==> config.mk <==
export PLATFORM = sky130hd
export DESIGN_NAME = esuts_cos_rom
export DESIGN_NICKNAME = d
export VERILOG_FILES = /design/src/design/esuts_pkg.sv /design/src/design/esuts_cos_rom.sv
export SDC_FILE = /design/constraint.sdc
export NUM_CORES = 1
export LEC_CHECK = 0
export BUFFER_PORTS_ARGS = -buffer_cell sky130_fd_sc_hd__buf_2
export CAP_MARGIN = 20
export CORE_MARGIN = 1.5
export CORE_UTILIZATION = 30
export CTS_BUF_LIST = sky130_fd_sc_hd__clkbuf_8
export DETAILED_ROUTE_END_ITERATION = 16
export PLACE_DENSITY = 0.5
export SETUP_SLACK_MARGIN = 0.5
export SLEW_MARGIN = 10
export SYNTH_ARGS = -nofsm -noshare
export SYNTH_HDL_FRONTEND = slang
export SYNTH_SLANG_ARGS = --single-unit
==> constraint.sdc <==
create_clock -name clk -period 2.45 [get_ports clk]
set_input_delay 0.1225 -clock clk [delete_from_list [all_inputs] [get_ports clk]]
set_output_delay 0.1225 -clock clk [all_outputs]
set_load 0.05 [all_outputs]
==> src/design/esuts_pkg.sv <==
// ----------------------------------------------------------------------------
// esuts_pkg
// Shared types, register codes and cosine helpers for the swing-up torque
// selector.
// ----------------------------------------------------------------------------
package esuts_pkg;

  // configuration port
  localparam int CFG_IDX_W  = 3;
  localparam int CFG_DATA_W = 16;

  localparam logic [CFG_IDX_W-1:0] REG_GRAVITY         = 3'd0;
  localparam logic [CFG_IDX_W-1:0] REG_PENDULUM_MASS   = 3'd1;
  localparam logic [CFG_IDX_W-1:0] REG_PENDULUM_LENGTH = 3'd2;
  localparam logic [CFG_IDX_W-1:0] REG_MAX_TORQUE      = 3'd3;
  localparam logic [CFG_IDX_W-1:0] REG_CAPTURE_ANGLE   = 3'd4;

  // reset values
  localparam logic [15:0] GRAVITY_RST         = 16'd20084;
  localparam logic [15:0] PENDULUM_MASS_RST   = 16'd4915;
  localparam logic [15:0] PENDULUM_LENGTH_RST = 16'd9699;
  localparam logic [14:0] MAX_TORQUE_RST      = 15'd4096;
  localparam logic [14:0] CAPTURE_ANGLE_RST   = 15'd2867;

  // pi in Q30 and the quarter-wave series coefficients
  localparam longint PI_Q30  = 64'sd3373259426;
  localparam longint ONE_Q30 = 64'sd1073741824;
  localparam longint CA_Q30  = 64'sd1324675879;
  localparam longint CB_Q30  = 64'sd272375560;
  localparam longint CC_Q30  = 64'sd22401960;
  localparam longint CD_Q30  = 64'sd987049;

  // Q14 unity of the cosine
  localparam logic signed [16:0] COS_ONE = 17'sd16384;

  typedef struct packed {
    logic [15:0] gravity;
    logic [15:0] pendulum_mass;
    logic [15:0] pendulum_length;
    logic [14:0] max_torque;
    logic [14:0] capture_angle;
  } cfg_t;

  // cos(f/16384 * pi/2) in Q14, f in [0,16384]
  function automatic longint cos_quarter(longint f);
    longint z;
    longint z2;
    longint r;
    longint v;
    z  = f <<< 16;
    z2 = (z * z) >>> 30;
    r  = CD_Q30;
    r  = CC_Q30 - ((z2 * r) >>> 30);
    r  = CB_Q30 - ((z2 * r) >>> 30);
    r  = CA_Q30 - ((z2 * r) >>> 30);
    v  = ONE_Q30 - ((z2 * r) >>> 30);
    if (v < 0) v = 0;
    v = (v + 32768) >>> 16;
    if (v > 16384) v = 16384;
    return v;
  endfunction

  // cosine of a 16 bit turn phase, signed Q14
  function automatic logic signed [15:0] cos_phase(longint ph);
    longint quad;
    longint f;
    longint v;
    quad = ph >>> 14;
    f    = ph & 64'sd16383;
    case (quad)
      64'sd0:  v = cos_quarter(f);
      64'sd1:  v = -cos_quarter(64'sd16384 - f);
      64'sd2:  v = -cos_quarter(f);
      default: v = cos_quarter(64'sd16384 - f);
    endcase
    return 16'(v);
  endfunction

endpackage

==> src/design/esuts_cos_rom.sv <==
// ----------------------------------------------------------------------------
// esuts_cos_rom
// Constant cosine table over one turn, signed Q14, registered read.
// ----------------------------------------------------------------------------
module esuts_cos_rom #(
  parameter int DEPTH = 256
) (
  input  logic                       clk,
  input  logic                       en,
  input  logic [$clog2(DEPTH)-1:0]   addr,
  output logic signed [15:0]         data
);
  import esuts_pkg::*;

  logic signed [15:0] rom [DEPTH];

  // entries built at elaboration from the rounded turn phase
  for (genvar g = 0; g < DEPTH; g++) begin : g_entry
    localparam longint PH_RAW = (longint'(g) * 65536 + DEPTH / 2) / DEPTH;
    localparam longint PH     = (PH_RAW > 65535) ? 65535 : PH_RAW;
    assign rom[g] = cos_phase(PH);
  end

  // registered read
  always_ff @(posedge clk) begin
    if (en) begin
      data <= rom[addr];
    end
  end

endmodule

==> metrics.cfg <==
[outcome]
outcome = completed

[setup_path]
crit_type = input port to flop
crit_chain = buf_12 -> buf_6 -> ha_2 -> buf_12 -> nand2b_1 -> nand2_1 -> a221oi_1 -> a211oi_2 -> a41oi_2 -> a311o_1
endpoint = data[2]$_DFFE_PP_
startpoint = addr[1]
cp.arrival_ns = 2.07
worst-path-buf-inv = 3
worstSetupEndpointType = flop
cp_max_fo = 12
cp.depth = 10
slowest_delay_ns = 0.48
start_kind = input port
worstPathRequired_ns = 2.59
critPathMostFrequentCell = buf_12
cp_slowest_cell = a221oi_1
path_delay_family = compound AO/OA/AOI/OAI gates

[synth]
avgSynthCellArea_um2 = 6.694
seq_area_frac_synth_pct = 9.557
synth_area_um2 = 5027
synth_compound_area_share_pct = 43.01
synth_top_family_by_area = compound AO/OA/AOI/OAI gates
ys.flop_type = edfxtp_1
synthMuxAreaShare_pct = 2.613
synthArstFlopShare_pct = 0
syn_inst = 751
synth_common_cells = o21ai_0, a21oi_1, nand2_1, nor2_1, buf_2
synth_edf_count = 16
synth_fa_ha_area_share_pct = 4.231
synthTopCellsByArea = edfxtp_1, o21ai_0, a21oi_1
synthXorXnorAreaFrac_pct = 0.1742
synth_seq_cells = 16
synth_top_area_share_pct = 9.557
yosysMostFrequentCell = o21ai_0
syn_nets = 778
synth_cell_type_count = 84
post-synth-top-area-cell = edfxtp_1
yosys_warnings = 0
synth_simple_gate_area_share_pct = 28.22

[global_routing]
grt_max_degree = 51
grt_pass1_wl_mm = 43.22
grt-ovfl-total = 0
antenna_found_initial = 0
grt_pass1_vias = 6636
grt_usage_pct = 32.71

[floorplanning]
coreArea_um2 = 16470
boundaryPins = 26
die_w_um = 132.5
die_area_um2 = 17540
initial_core_util_pct = 30.53
fp.dieH_um = 132.5
rows = 47

[route]
drtAntennaViolNets = 0
via_count = 7101
firstDrtPassIters = 8
avgRoutedWirePerCell_um = 27.95
initialDrtViolationCount = 1719
drc = 0
avgViaCountPerCell = 6.731
drt-total-wl_mm = 29.49

[clocking]
root_buffer = clkbuf_8
htree_levels = 1
cts_buffer_depth = 2
numCtsBuffers = 3
hold_buffers = 0
clk_pin_slew_worst_paths_ns = 0.09
cts_tree = done
clock-sinks = 16

[pwr]
seq_power_share_pct = 17.0
p_comb_share_pct = 71.4
vdd_drop_max_mv = 0.1739
powerDensity_nw_per_um2 = 323.2
clkPwrFrac_pct = 11.5
total_power_mw = 2.086
switching_share_pct = 52.17
total_leakage_power_nw = 2.431
p_int_mw = 0.9974
p_switching_mw = 1.088

[placed_design]
hpwl_mm = 22.37
io_buffers = 25
place_congestion = 1.037

[timing]
rsz0062_at_grt = yes
final_max_slew_viol_count = 0
finalSetupViolCount = 0
fin_crit_ns = 1.934
timing.fmax_mhz = 517.0
worst_pin_slew_ns = 0.7623
hold_viol = 0
period_share_pct = 78.95
maxSlewHeadroom_pct = 48.54

[finish]
final_net_count = 863
largest-register = data
areaGrowthSynthToFinish_pct = 28.37
drive_gt1_share_pct = 30.42
top_regs = data (16)
final_core_util_pct = 39.19
num_antenna_cells = 0
largest_register_ff_count = 16

[min_path]
hold_class = input port to flop

[job]
max_cap_violations = 0

[power by group through the flow]
stage          Combinational [mW]  Clock, mW  Sequential, mW
3_3_place_gp                 1.38          0           0.362
4_1_cts                      1.37      0.236           0.355
6_report                     1.49      0.241           0.355
2_1_floorplan               0.729          0           0.475
3_5_place_dp                 1.35          0           0.362
5_1_grt                      1.54      0.251           0.357
[what timing repair did]
action,CTS,global route
endpoints found under the setup margin,10,10
resized for setup,26,43
setup buffers,1,8
pin swaps,7,15
cloned,0,1
[stage by stage]
step | setup WS (ns) | instances | cell area (µm²) | setup TNS, ns | hold WS [ns]
after floorplan | 0.4706 | 751 | 5135 | 0 | 0.2350
after global placement | -0.08527 | 1041 | 6060 | -0.1612 | 0.6155
after detailed placement | -0.06171 | 1041 | 6060 | -0.08542 | 0.6081
after CTS | 0.4705 | 1046 | 6201 | 0 | 0.3336
after global routing | 0.4823 | 1055 | 6454 | 0 | 0.3347
final | 0.5157 | 1055 | 6454 | 0 | 0.3355
[layer usage]
layer	share of wire, %	GRT usage [%]	vias up
met1	39	44.58	3252
met3	14	8.621	151
met4	7.1	18.74	0
li1	-	-	3026
met2	40	46.31	672
met5	0	0	-
[placed cells by master, fill, tap and decap left out, types with 6 or more instances in the layout]
cell type  count
buf_6          8
nand2b_1      23
o21ai_1        9
o211ai_1      14
nor2_1        56
nand2_1       58
edfxtp_1      16
nor3_2         6
a211o_1        6
a21o_1         8
nor2b_1       17
a221oi_1       6
nor3_1        30
o22ai_1        8
nand2_2        6
nor2_2         7
buf_4        132
nand3_1       20
a21oi_1       67
and2_1         6
a211oi_1      21
o221ai_1       7
o311ai_0      11
o21ai_0       80
buf_12        11
ha_1           9
a311oi_1      13
buf_2         20
a31oi_1       23
[cell families after synthesis]
family                   after synthesis
multiplexers                           8
XOR/XNOR                               1
AND/OR/NAND/NOR                      277
flip-flops                            16
AO/OA/AOI/OAI                        329
adder cells (fa/ha/maj)               17
buffers and inverters                103
[how the worst min path moves through the flow]
stage               depth (start not counted)            endpoint  slack (ns)     from
floorplan                                   0   data[0]$_DFFE_PP_        0.23       en
global placement                            2  data[12]$_DFFE_PP_        0.62  addr[7]
detailed placement                          1  data[13]$_DFFE_PP_        0.61       en
CTS                                         1  data[13]$_DFFE_PP_        0.33       en
global route                                1  data[13]$_DFFE_PP_        0.33       en
finish                                      1  data[12]$_DFFE_PP_        0.34       en
[final cells by class]
cell class | count | area [µm²]
multi-input cells | 632 | 4148
flip-flops and latches | 16 | 480.5
clock inverters | 1 | 3.754
fillers | 1797 | 10010
clock buffers | 3 | 41.29
repair buffers | 173 | 1441
well taps | 220 | 275.3
inverters | 10 | 63.81
Note: power is estimated with default switching activity, not from simulation.
