==> src/design/esuts_pkg.sv <==
// ----------------------------------------------------------------------------
// esuts_pkg
// Shared types, register codes and cosine helpers for the swing-up torque
// selector.
// ----------------------------------------------------------------------------
package esuts_pkg;

  // configuration port
  localparam int CFG_IDX_W  = 3;
  localparam int CFG_DATA_W = 16;

  localparam logic [CFG_IDX_W-1:0] REG_GRAVITY         = 3'd0;
  localparam logic [CFG_IDX_W-1:0] REG_PENDULUM_MASS   = 3'd1;
  localparam logic [CFG_IDX_W-1:0] REG_PENDULUM_LENGTH = 3'd2;
  localparam logic [CFG_IDX_W-1:0] REG_MAX_TORQUE      = 3'd3;
  localparam logic [CFG_IDX_W-1:0] REG_CAPTURE_ANGLE   = 3'd4;

  // reset values
  localparam logic [15:0] GRAVITY_RST         = 16'd20084;
  localparam logic [15:0] PENDULUM_MASS_RST   = 16'd4915;
  localparam logic [15:0] PENDULUM_LENGTH_RST = 16'd9699;
  localparam logic [14:0] MAX_TORQUE_RST      = 15'd4096;
  localparam logic [14:0] CAPTURE_ANGLE_RST   = 15'd2867;

  // pi in Q30 and the quarter-wave series coefficients
  localparam longint PI_Q30  = 64'sd3373259426;
  localparam longint ONE_Q30 = 64'sd1073741824;
  localparam longint CA_Q30  = 64'sd1324675879;
  localparam longint CB_Q30  = 64'sd272375560;
  localparam longint CC_Q30  = 64'sd22401960;
  localparam longint CD_Q30  = 64'sd987049;

  // Q14 unity of the cosine
  localparam logic signed [16:0] COS_ONE = 17'sd16384;

  typedef struct packed {
    logic [15:0] gravity;
    logic [15:0] pendulum_mass;
    logic [15:0] pendulum_length;
    logic [14:0] max_torque;
    logic [14:0] capture_angle;
  } cfg_t;

  // cos(f/16384 * pi/2) in Q14, f in [0,16384]
  function automatic longint cos_quarter(longint f);
    longint z;
    longint z2;
    longint r;
    longint v;
    z  = f <<< 16;
    z2 = (z * z) >>> 30;
    r  = CD_Q30;
    r  = CC_Q30 - ((z2 * r) >>> 30);
    r  = CB_Q30 - ((z2 * r) >>> 30);
    r  = CA_Q30 - ((z2 * r) >>> 30);
    v  = ONE_Q30 - ((z2 * r) >>> 30);
    if (v < 0) v = 0;
    v = (v + 32768) >>> 16;
    if (v > 16384) v = 16384;
    return v;
  endfunction

  // cosine of a 16 bit turn phase, signed Q14
  function automatic logic signed [15:0] cos_phase(longint ph);
    longint quad;
    longint f;
    longint v;
    quad = ph >>> 14;
    f    = ph & 64'sd16383;
    case (quad)
      64'sd0:  v = cos_quarter(f);
      64'sd1:  v = -cos_quarter(64'sd16384 - f);
      64'sd2:  v = -cos_quarter(f);
      default: v = cos_quarter(64'sd16384 - f);
    endcase
    return 16'(v);
  endfunction

endpackage

==> src/design/esuts_if.sv <==


interface esuts_cfg_if;
  import esuts_pkg::*;
  logic                  valid;
  logic                  ready;
  logic [CFG_IDX_W-1:0]  index;
  logic [CFG_DATA_W-1:0] data;

  modport source (output valid, output index, output data, input ready);
  modport sink   (input valid, input index, input data, output ready);
endinterface

==> src/design/esuts_cfg_regs.sv <==
// ----------------------------------------------------------------------------
// esuts_cfg_regs
// Configuration register file; always ready, unknown indexes are ignored.
// ----------------------------------------------------------------------------
module esuts_cfg_regs (
  input  logic             clk,
  input  logic             rst,
  esuts_cfg_if.sink        wr,
  output esuts_pkg::cfg_t  regs
);
  import esuts_pkg::*;

  assign wr.ready = 1'b1;

  // register writes
  always_ff @(posedge clk) begin
    if (rst) begin
      regs.gravity         <= GRAVITY_RST;
      regs.pendulum_mass   <= PENDULUM_MASS_RST;
      regs.pendulum_length <= PENDULUM_LENGTH_RST;
      regs.max_torque      <= MAX_TORQUE_RST;
      regs.capture_angle   <= CAPTURE_ANGLE_RST;
    end else if (wr.valid) begin
      case (wr.index)
        REG_GRAVITY:         regs.gravity         <= wr.data;
        REG_PENDULUM_MASS:   regs.pendulum_mass   <= wr.data;
        REG_PENDULUM_LENGTH: regs.pendulum_length <= wr.data;
        REG_MAX_TORQUE:      regs.max_torque      <= wr.data[14:0];
        REG_CAPTURE_ANGLE:   regs.capture_angle   <= wr.data[14:0];
        default: begin
        end
      endcase
    end
  end

endmodule

==> src/flat_wrapper.sv <==
// flat-port wrapper written by rule: the top's interface ports become plain ports
module esuts_cfg_regs_flat import esuts_pkg::*;
  (clk, rst, regs, wr_valid, wr_index, wr_data, wr_ready);
  esuts_cfg_if wr_i ();
  input  logic clk;
  input  logic rst;
  output esuts_pkg::cfg_t regs;
  input wire logic [$bits(wr_i.valid)-1:0] wr_valid;
  input wire logic [$bits(wr_i.index)-1:0] wr_index;
  input wire logic [$bits(wr_i.data)-1:0] wr_data;
  output wire logic [$bits(wr_i.ready)-1:0] wr_ready;
  assign wr_i.valid = wr_valid;
  assign wr_i.index = wr_index;
  assign wr_i.data = wr_data;
  assign wr_ready = wr_i.ready;
  esuts_cfg_regs u_core (.clk(clk), .rst(rst), .wr(wr_i), .regs(regs));
endmodule
==> config.mk <==
export PLATFORM = sky130hd
export DESIGN_NAME = esuts_cfg_regs_flat
export DESIGN_NICKNAME = d
export VERILOG_FILES = /design/src/design/esuts_pkg.sv /design/src/design/esuts_if.sv /design/src/design/esuts_cfg_regs.sv /design/src/flat_wrapper.sv
export SDC_FILE = /design/constraint.sdc
export NUM_CORES = 1
export LEC_CHECK = 0
export ABC_AREA = 1
export BUFFER_PORTS_ARGS = -buffer_cell sky130_fd_sc_hd__buf_4
export CAP_MARGIN = 30
export CORE_ASPECT_RATIO = 1.75
export CORE_MARGIN = 8
export CORE_UTILIZATION = 30
export DETAILED_ROUTE_END_ITERATION = 10
export GPL_TIMING_DRIVEN = 1
export SLEW_MARGIN = 20
export SYNTH_ARGS = -nofsm -noshare
export SYNTH_HDL_FRONTEND = slang
export SYNTH_SLANG_ARGS = --single-unit
==> constraint.sdc <==
create_clock -name clk -period 0.8 [get_ports clk]
set_input_delay 0.08 -clock clk [delete_from_list [all_inputs] [get_ports clk]]
set_output_delay 0.08 -clock clk [all_outputs]
set_load 0.005 [all_outputs]
==> qor.yml, run 1 <==
status:
  status: "finished with violations"
  violations: "setup timing"
yosys:
  netlist_area_um2: 3110
  avgSynthCellArea_um2: 7.38
  synth_warnings: 0
  syn_nets: 444
  netlist-cell-type-count: 19
  syn-instance-count: 422
  synth-seq-cells: 78
  seq_area_frac_synth: 0.501
clocking:
  clk_pin_slew_ns: 0.06
  clock-root-buffer: "clkbuf_16"
  cts-buffers-inserted: 9
  clock-sinks: 78
  clk_latency_ns: 0.33
  cts_tree: "done"
  cts_buffer_depth: 2
  htree_levels: 3
cells_and_area:
  finalNonFillerCells: 680
  largest_reg_flops: 78
  fin_area_um2: 5030
  drive_gt1_frac: 0.423
  final_common_cell: "nand2_1"
  final_cell_mix: "nand2_1 (111), nor2_1 (94), nand3_1 (78), buf_6 (78), dfxtp_2 (78)"
  largest_register: "u_core.regs"
  antenna_cells: 0
  layout.nets: 570
  syn_to_final_growth_pct: 61.5
  reg_top3: "u_core.regs: 78 flops"
worst_setup_path:
  rrSetupSlack_ns: 0.08
  r2r_start: "u_core.regs[22]$_SDFFE_PP0P_"
  cp_num_buf_inv: 1
  path_delay_family: "flip-flops"
  cpPeakStageDelay_ns: 0.36
  r2r_cells: 3
  r2r-end: "u_core.regs[22]$_SDFFE_PP0P_"
  required_ns: 0.72
  arrival_ns: 0.79
  path_cells: "buf_6"
  critPathMaxFanout: 2
  crit_path_start_kind: "flop"
  crit_path_top_delay_cell: "dfxtp_2"
  crit_path_end_kind: "output pin"
  setup.worst_path.class: "flop to output pin"
timing:
  timing.final.crit_period_ns: 0.870
  hold_viol: 0
  finalSetupViolCount: 78
  worst_slack_ns: -0.0701
  finClkSkew_ns: 0
  fin_hold_ws_ns: 0.0116
  rsz0062_at_grt: "true"
  fmax_mhz: 1150
  drv_slew: 0
  min_period_over_period: 1.09
floorplan:
  die_area_um2: 14000
  dieHeight_um: 151
  fp.dieW_um: 93.0
  row_count: 49
  num_io_pins: 101
  start_util: 0.306
  core_region_area_um2: 10200
routing:
  wirelength_um: 10400
  dr_total_vias: 3088
  drtIter0Drc: 153
  first_pass_iters: 4
  drc: 0
  ant_nets: 0
  vias_per_cell: 4.54
  wire_per_inst_um: 15.3
min_path:
  holdPathEnd: "u_core.regs[38]$_SDFFE_PP1P_"
  hold_depth: 3
  hold_start: "wr_data[8]"
  hold_class: "input port to flop"
placement:
  portBuffers: 99
  dpl.cell_count: 644
  hpwl_um: 7880
  place_congestion: 0.832
  post_dp_cell_area_um2: 4100
global_routing:
  grt_pass1_wl_um: 16400
  grt_pass1_vias: 3216
  antenna_found_initial: 0
  grt-ovfl-total: 0
  grt_max_degree: 32
  grtUsageTotal: 0.154
power:
  total_power_w: 0.0100
  power_density_nw_per_um2: 1990
  ir_drop_mv: 1.10
  leakage_nw: 2.34
job:
  max-cap-violations: 0
## metrics by stage
| step | TNS (ns) | util | setup WS [ns] |
|---|---|---|---|
| floorplan | -0.546 | - | -0.0273 |
| CTS | -4.24 | 0.493 | -0.0784 |
| global placement | -8.72 | 0.403 | -0.138 |
| detailed placement | -10.23 | 0.403 | -0.195 |
| global route | -5.38 | 0.494 | -0.0905 |
| finish | -3.28 | 0.494 | -0.0701 |
## area by class of cell
type                       instances  area (µm²)
multi-input combinational        301        1330
timing repair buffer             135        1440
sequential                        78        1660
fill                            1010        5150
tap                              127         159
clock inverter                     6         109
inverter                          23        86.3
clock buffer                      10         239
## cell usage after synthesis
library cell	instances	share of area
nand2_1	111	0.13
conb_1	1	0.0012
nor2_1	94	0.11
buf_2	5	0.0080
nand2_2	2	0.0040
nand3_1	78	0.13
inv_1	18	0.022
dfxtp_1	78	0.50
buf_4	3	0.0072
clkbuf_8	1	0.0044
nand2_4	5	0.018
buf_6	4	0.014
nor2_4	8	0.029
nor2_2	1	0.0020
buf_1	3	0.0036
o21ai_0	1	0.0016
inv_2	3	0.0036
clkinv_1	2	0.0024
clkbuf_1	4	0.0048
## routing by layer
layer | track usage | up-vias | part of all wire
li1 | - | 1565 | -
met1 | 0.153 | 1430 | 0.38
met2 | 0.281 | 75 | 0.54
met3 | 0.0422 | 18 | 0.048
met4 | 0.0835 | 0 | 0.035
met5 | 0 | - | 0
## report_power, final
part,internal [W],switching [W],leakage [nW]
clock,0.00312,0.00154,0.172
sequential,0.00405,0.000103,0.643
combinational,0.000606,0.000592,1.52
total,0.00778,0.00223,2.34
## repair_timing
action	4_1_cts	5_1_grt
resized for setup	156	0
setup buffers	5	0
endpoints found under the setup margin	78	78
hold buffers	14	1
endpoints found under the hold margin	23	1
## worst max-delay path by stage
| stage | start | depth (start not counted) | to |
|---|---|---|---|
| floorplan | rst | 4 | u_core.regs[0]$_SDFFE_PP1P_ |
| global placement | wr_valid | 7 | u_core.regs[54]$_SDFFE_PP1P_ |
| detailed placement | wr_index[2] | 6 | u_core.regs[25]$_SDFFE_PP0P_ |
| CTS | u_core.regs[40]$_SDFFE_PP1P_ | 1 | regs[40] |
| global route | u_core.regs[67]$_SDFFE_PP1P_ | 1 | regs[67] |
| finish | u_core.regs[68]$_SDFFE_PP1P_ | 1 | regs[68] |
## logic make-up after synthesis
kind of cell           Yosys count  synth area share
other                            1           0.00120
AND/OR/NAND/NOR                299             0.425
buffers and inverters           43            0.0703
flip-flops                      78             0.501
AO/OA/AOI/OAI                    1           0.00161
Note: power is estimated with default switching activity, not from simulation.
==> run 2, diff against run 1 <==
- PLACE_DENSITY: default -> 0.65
- SETUP_SLACK_MARGIN: default -> 0.02
==> qor.yml, run 2 (synthesis results as in run 1) <==
clocking:
  cts-buffers-inserted: 9  # unchanged
  clock-root-buffer: "clkbuf_16"
  htree_levels: 3  # unchanged
  cts_tree: "done"
  clk_pin_slew_ns: 0.06  # about the same
  clock-sinks: 78  # unchanged
  cts_buffer_depth: 2  # unchanged
  clk_latency_ns: 0.33  # about the same
cells_and_area:
  largest_reg_flops: 78  # unchanged
  drive_gt1_frac: 0.432  # +0.00900
  reg_top3: "u_core.regs: 78 flops"
  final_cell_mix: "nand2_1 (111), nor2_1 (93), nand3_1 (78), buf_6 (78), dfxtp_2 (78)"
  final_common_cell: "nand2_1"
  largest_register: "u_core.regs"
  antenna_cells: 0  # unchanged
  layout.nets: 578  # +1.4%
  syn_to_final_growth_pct: 64.1
  finish.utilization: 0.502  # +0.00787
global_routing:
  grt_max_degree: 36  # +13%
  grt-ovfl-total: 0  # unchanged
  grt_pass1_wl_um: 16700  # +2.2%
  antenna_found_initial: 0  # unchanged
  grt_pass1_vias: 3244  # +0.87%
  grtUsageTotal: 0.155  # +0.000939
worst_setup_path:
  crit_path_top_delay_cell: "dfxtp_2"
  path_cells: "buf_6"
  required_ns: 0.72  # about the same
  rrSetupSlack_ns: 0.06  # -0.02 ns
  r2r_start: "u_core.regs[13]$_SDFFE_PP0P_"
  crit_path_start_kind: "flop"
  cp_num_buf_inv: 1  # unchanged
  crit_path_end_kind: "output pin"
  arrival_ns: 0.79  # about the same
  path_delay_family: "flip-flops"
  critPathMaxFanout: 2  # unchanged
  setup.worst_path.class: "flop to output pin"
  r2r_cells: 3  # unchanged
  r2r-end: "u_core.regs[13]$_SDFFE_PP0P_"
  cpPeakStageDelay_ns: 0.36  # about the same
floorplan:
  core_region_area_um2: 10200  # unchanged
  die_area_um2: 14000  # unchanged
  start_util: 0.306  # unchanged
  num_io_pins: 101  # unchanged
  row_count: 49  # unchanged
  fp.dieW_um: 93.0  # unchanged
  dieHeight_um: 151  # unchanged
timing:
  drv_slew: 0  # unchanged
  finalSetupViolCount: 78  # unchanged
  fmax_mhz: 1150  # -0.16%
  timing.final.crit_period_ns: 0.872  # +0.00142 ns
  min_period_over_period: 1.09  # +0.00178
  fin_hold_ws_ns: 0.00287  # -0.00876 ns
  worst_slack_ns: -0.0715  # -0.00142 ns
  setup-tns-final_ns: -3.56  # -0.284 ns
  hold_viol: 0  # unchanged
  rsz0062_at_grt: "true"
  finClkSkew_ns: 0  # unchanged
routing:
  ant_nets: 0  # unchanged
  first_pass_iters: 4  # unchanged
  drtIter0Drc: 216  # +41%
  vias_per_cell: 4.64  # +2.3%
  wirelength_um: 10700  # +3.2%
  wire_per_inst_um: 15.6  # +2.1%
  dr_total_vias: 3190  # +3.3%
  drc: 0  # unchanged
power:
  ir_drop_mv: 1.23  # +12%
  leakage_nw: 2.38  # +1.8%
  power_density_nw_per_um2: 1960  # -1.4%
min_path:
  hold_depth: 3  # unchanged
  hold_class: "input port to flop"
  holdPathEnd: "u_core.regs[30]$_SDFFE_PP1P_"
  hold_start: "wr_data[0]"
placement:
  portBuffers: 99  # unchanged
  place_congestion: 0.838  # +0.70%
  hpwl_um: 7840  # -0.49%
status:
  status: "finished with violations"
  violations: "setup timing"
job:
  max-cap-violations: 0  # unchanged
[run 2: cell count changes in the layout (fill, tap and decap cells not counted)]
cell,previous run,this run
buf_4,34,41
buf_12,8,10
clkbuf_1,0,1
clkinv_2,2,1
clkinv_4,1,0
dlygate4sd3_1,15,14
nor2_1,94,93
nor2_4,8,9
[run 2: how the worst max path moves through the flow]
stage / startpoint / endpoint / slack (ns) / cells after the start
after floorplan: rst / u_core.regs[0]$_SDFFE_PP1P_ / -0.03 / 4
after global placement: wr_index[2] / u_core.regs[35]$_SDFFE_PP1P_ / -0.22 / 6
after detailed placement: wr_index[2] / u_core.regs[52]$_SDFFE_PP0P_ / -0.23 / 6
after CTS: u_core.regs[60]$_SDFFE_PP0P_ / regs[60] / -0.08 / 1
after global routing: u_core.regs[66]$_SDFFE_PP1P_ / regs[66] / -0.09 / 1
final: u_core.regs[64]$_SDFFE_PP1P_ / regs[64] / -0.07 / 1
[run 2: report_power, final]
| part | switching, W | leakage, nW | internal [W] | total [W] |
|---|---|---|---|---|
| clock | 0.00152 | 0.166 | 0.00311 | 0.00462 |
| sequential | 0.000109 | 0.643 | 0.00405 | 0.00416 |
| combinational | 0.000607 | 1.57 | 0.000637 | 0.00124 |
[run 2: per-stage QoR]
step / instance area (µm²) / cells / setup slack (ns) / power [W]
after global routing: 5110 / 687 / -0.0946 / 0.0104
final: 5110 / 687 / -0.0715 / 0.0100
after detailed placement: 4100 / 643 / -0.234 / 0.00526
after global placement: 4100 / 643 / -0.215 / 0.00524
after floorplan: 3120 / 422 / -0.0273 / 0.00468
after CTS: 5060 / 684 / -0.0759 / 0.0101
[run 2: per-layer routing]
| metal | up-vias | global-route usage | part of all wire |
|---|---|---|---|
| li1 | 1582 | - | - |
| met1 | 1490 | 0.157 | 0.37 |
| met2 | 102 | 0.284 | 0.54 |
| met3 | 16 | 0.0337 | 0.057 |
| met4 | 0 | 0.0835 | 0.030 |
| met5 | - | 0 | 0 |
[run 2: area by class of cell]
class,count,area (µm²)
Clock inverter,4,95.1
Multi-Input combinational cell,301,1340
Clock buffer,11,243
Tap cell,127,159
Inverter,23,86.3
Fill cell,986,5070
Timing Repair Buffer,143,1530
Sequential cell,78,1660
[run 2: timing repair]
| action | in CTS | in global routing |
|---|---|---|
| hold buffers | 15 | 0 |
| buffers inserted | 11 | 4 |
| resized for setup | 156 | 1 |
| setup endpoints to repair | 78 | 87 |
| hold endpoints to repair | 21 | 0 |
| pin swaps | 0 | 3 |
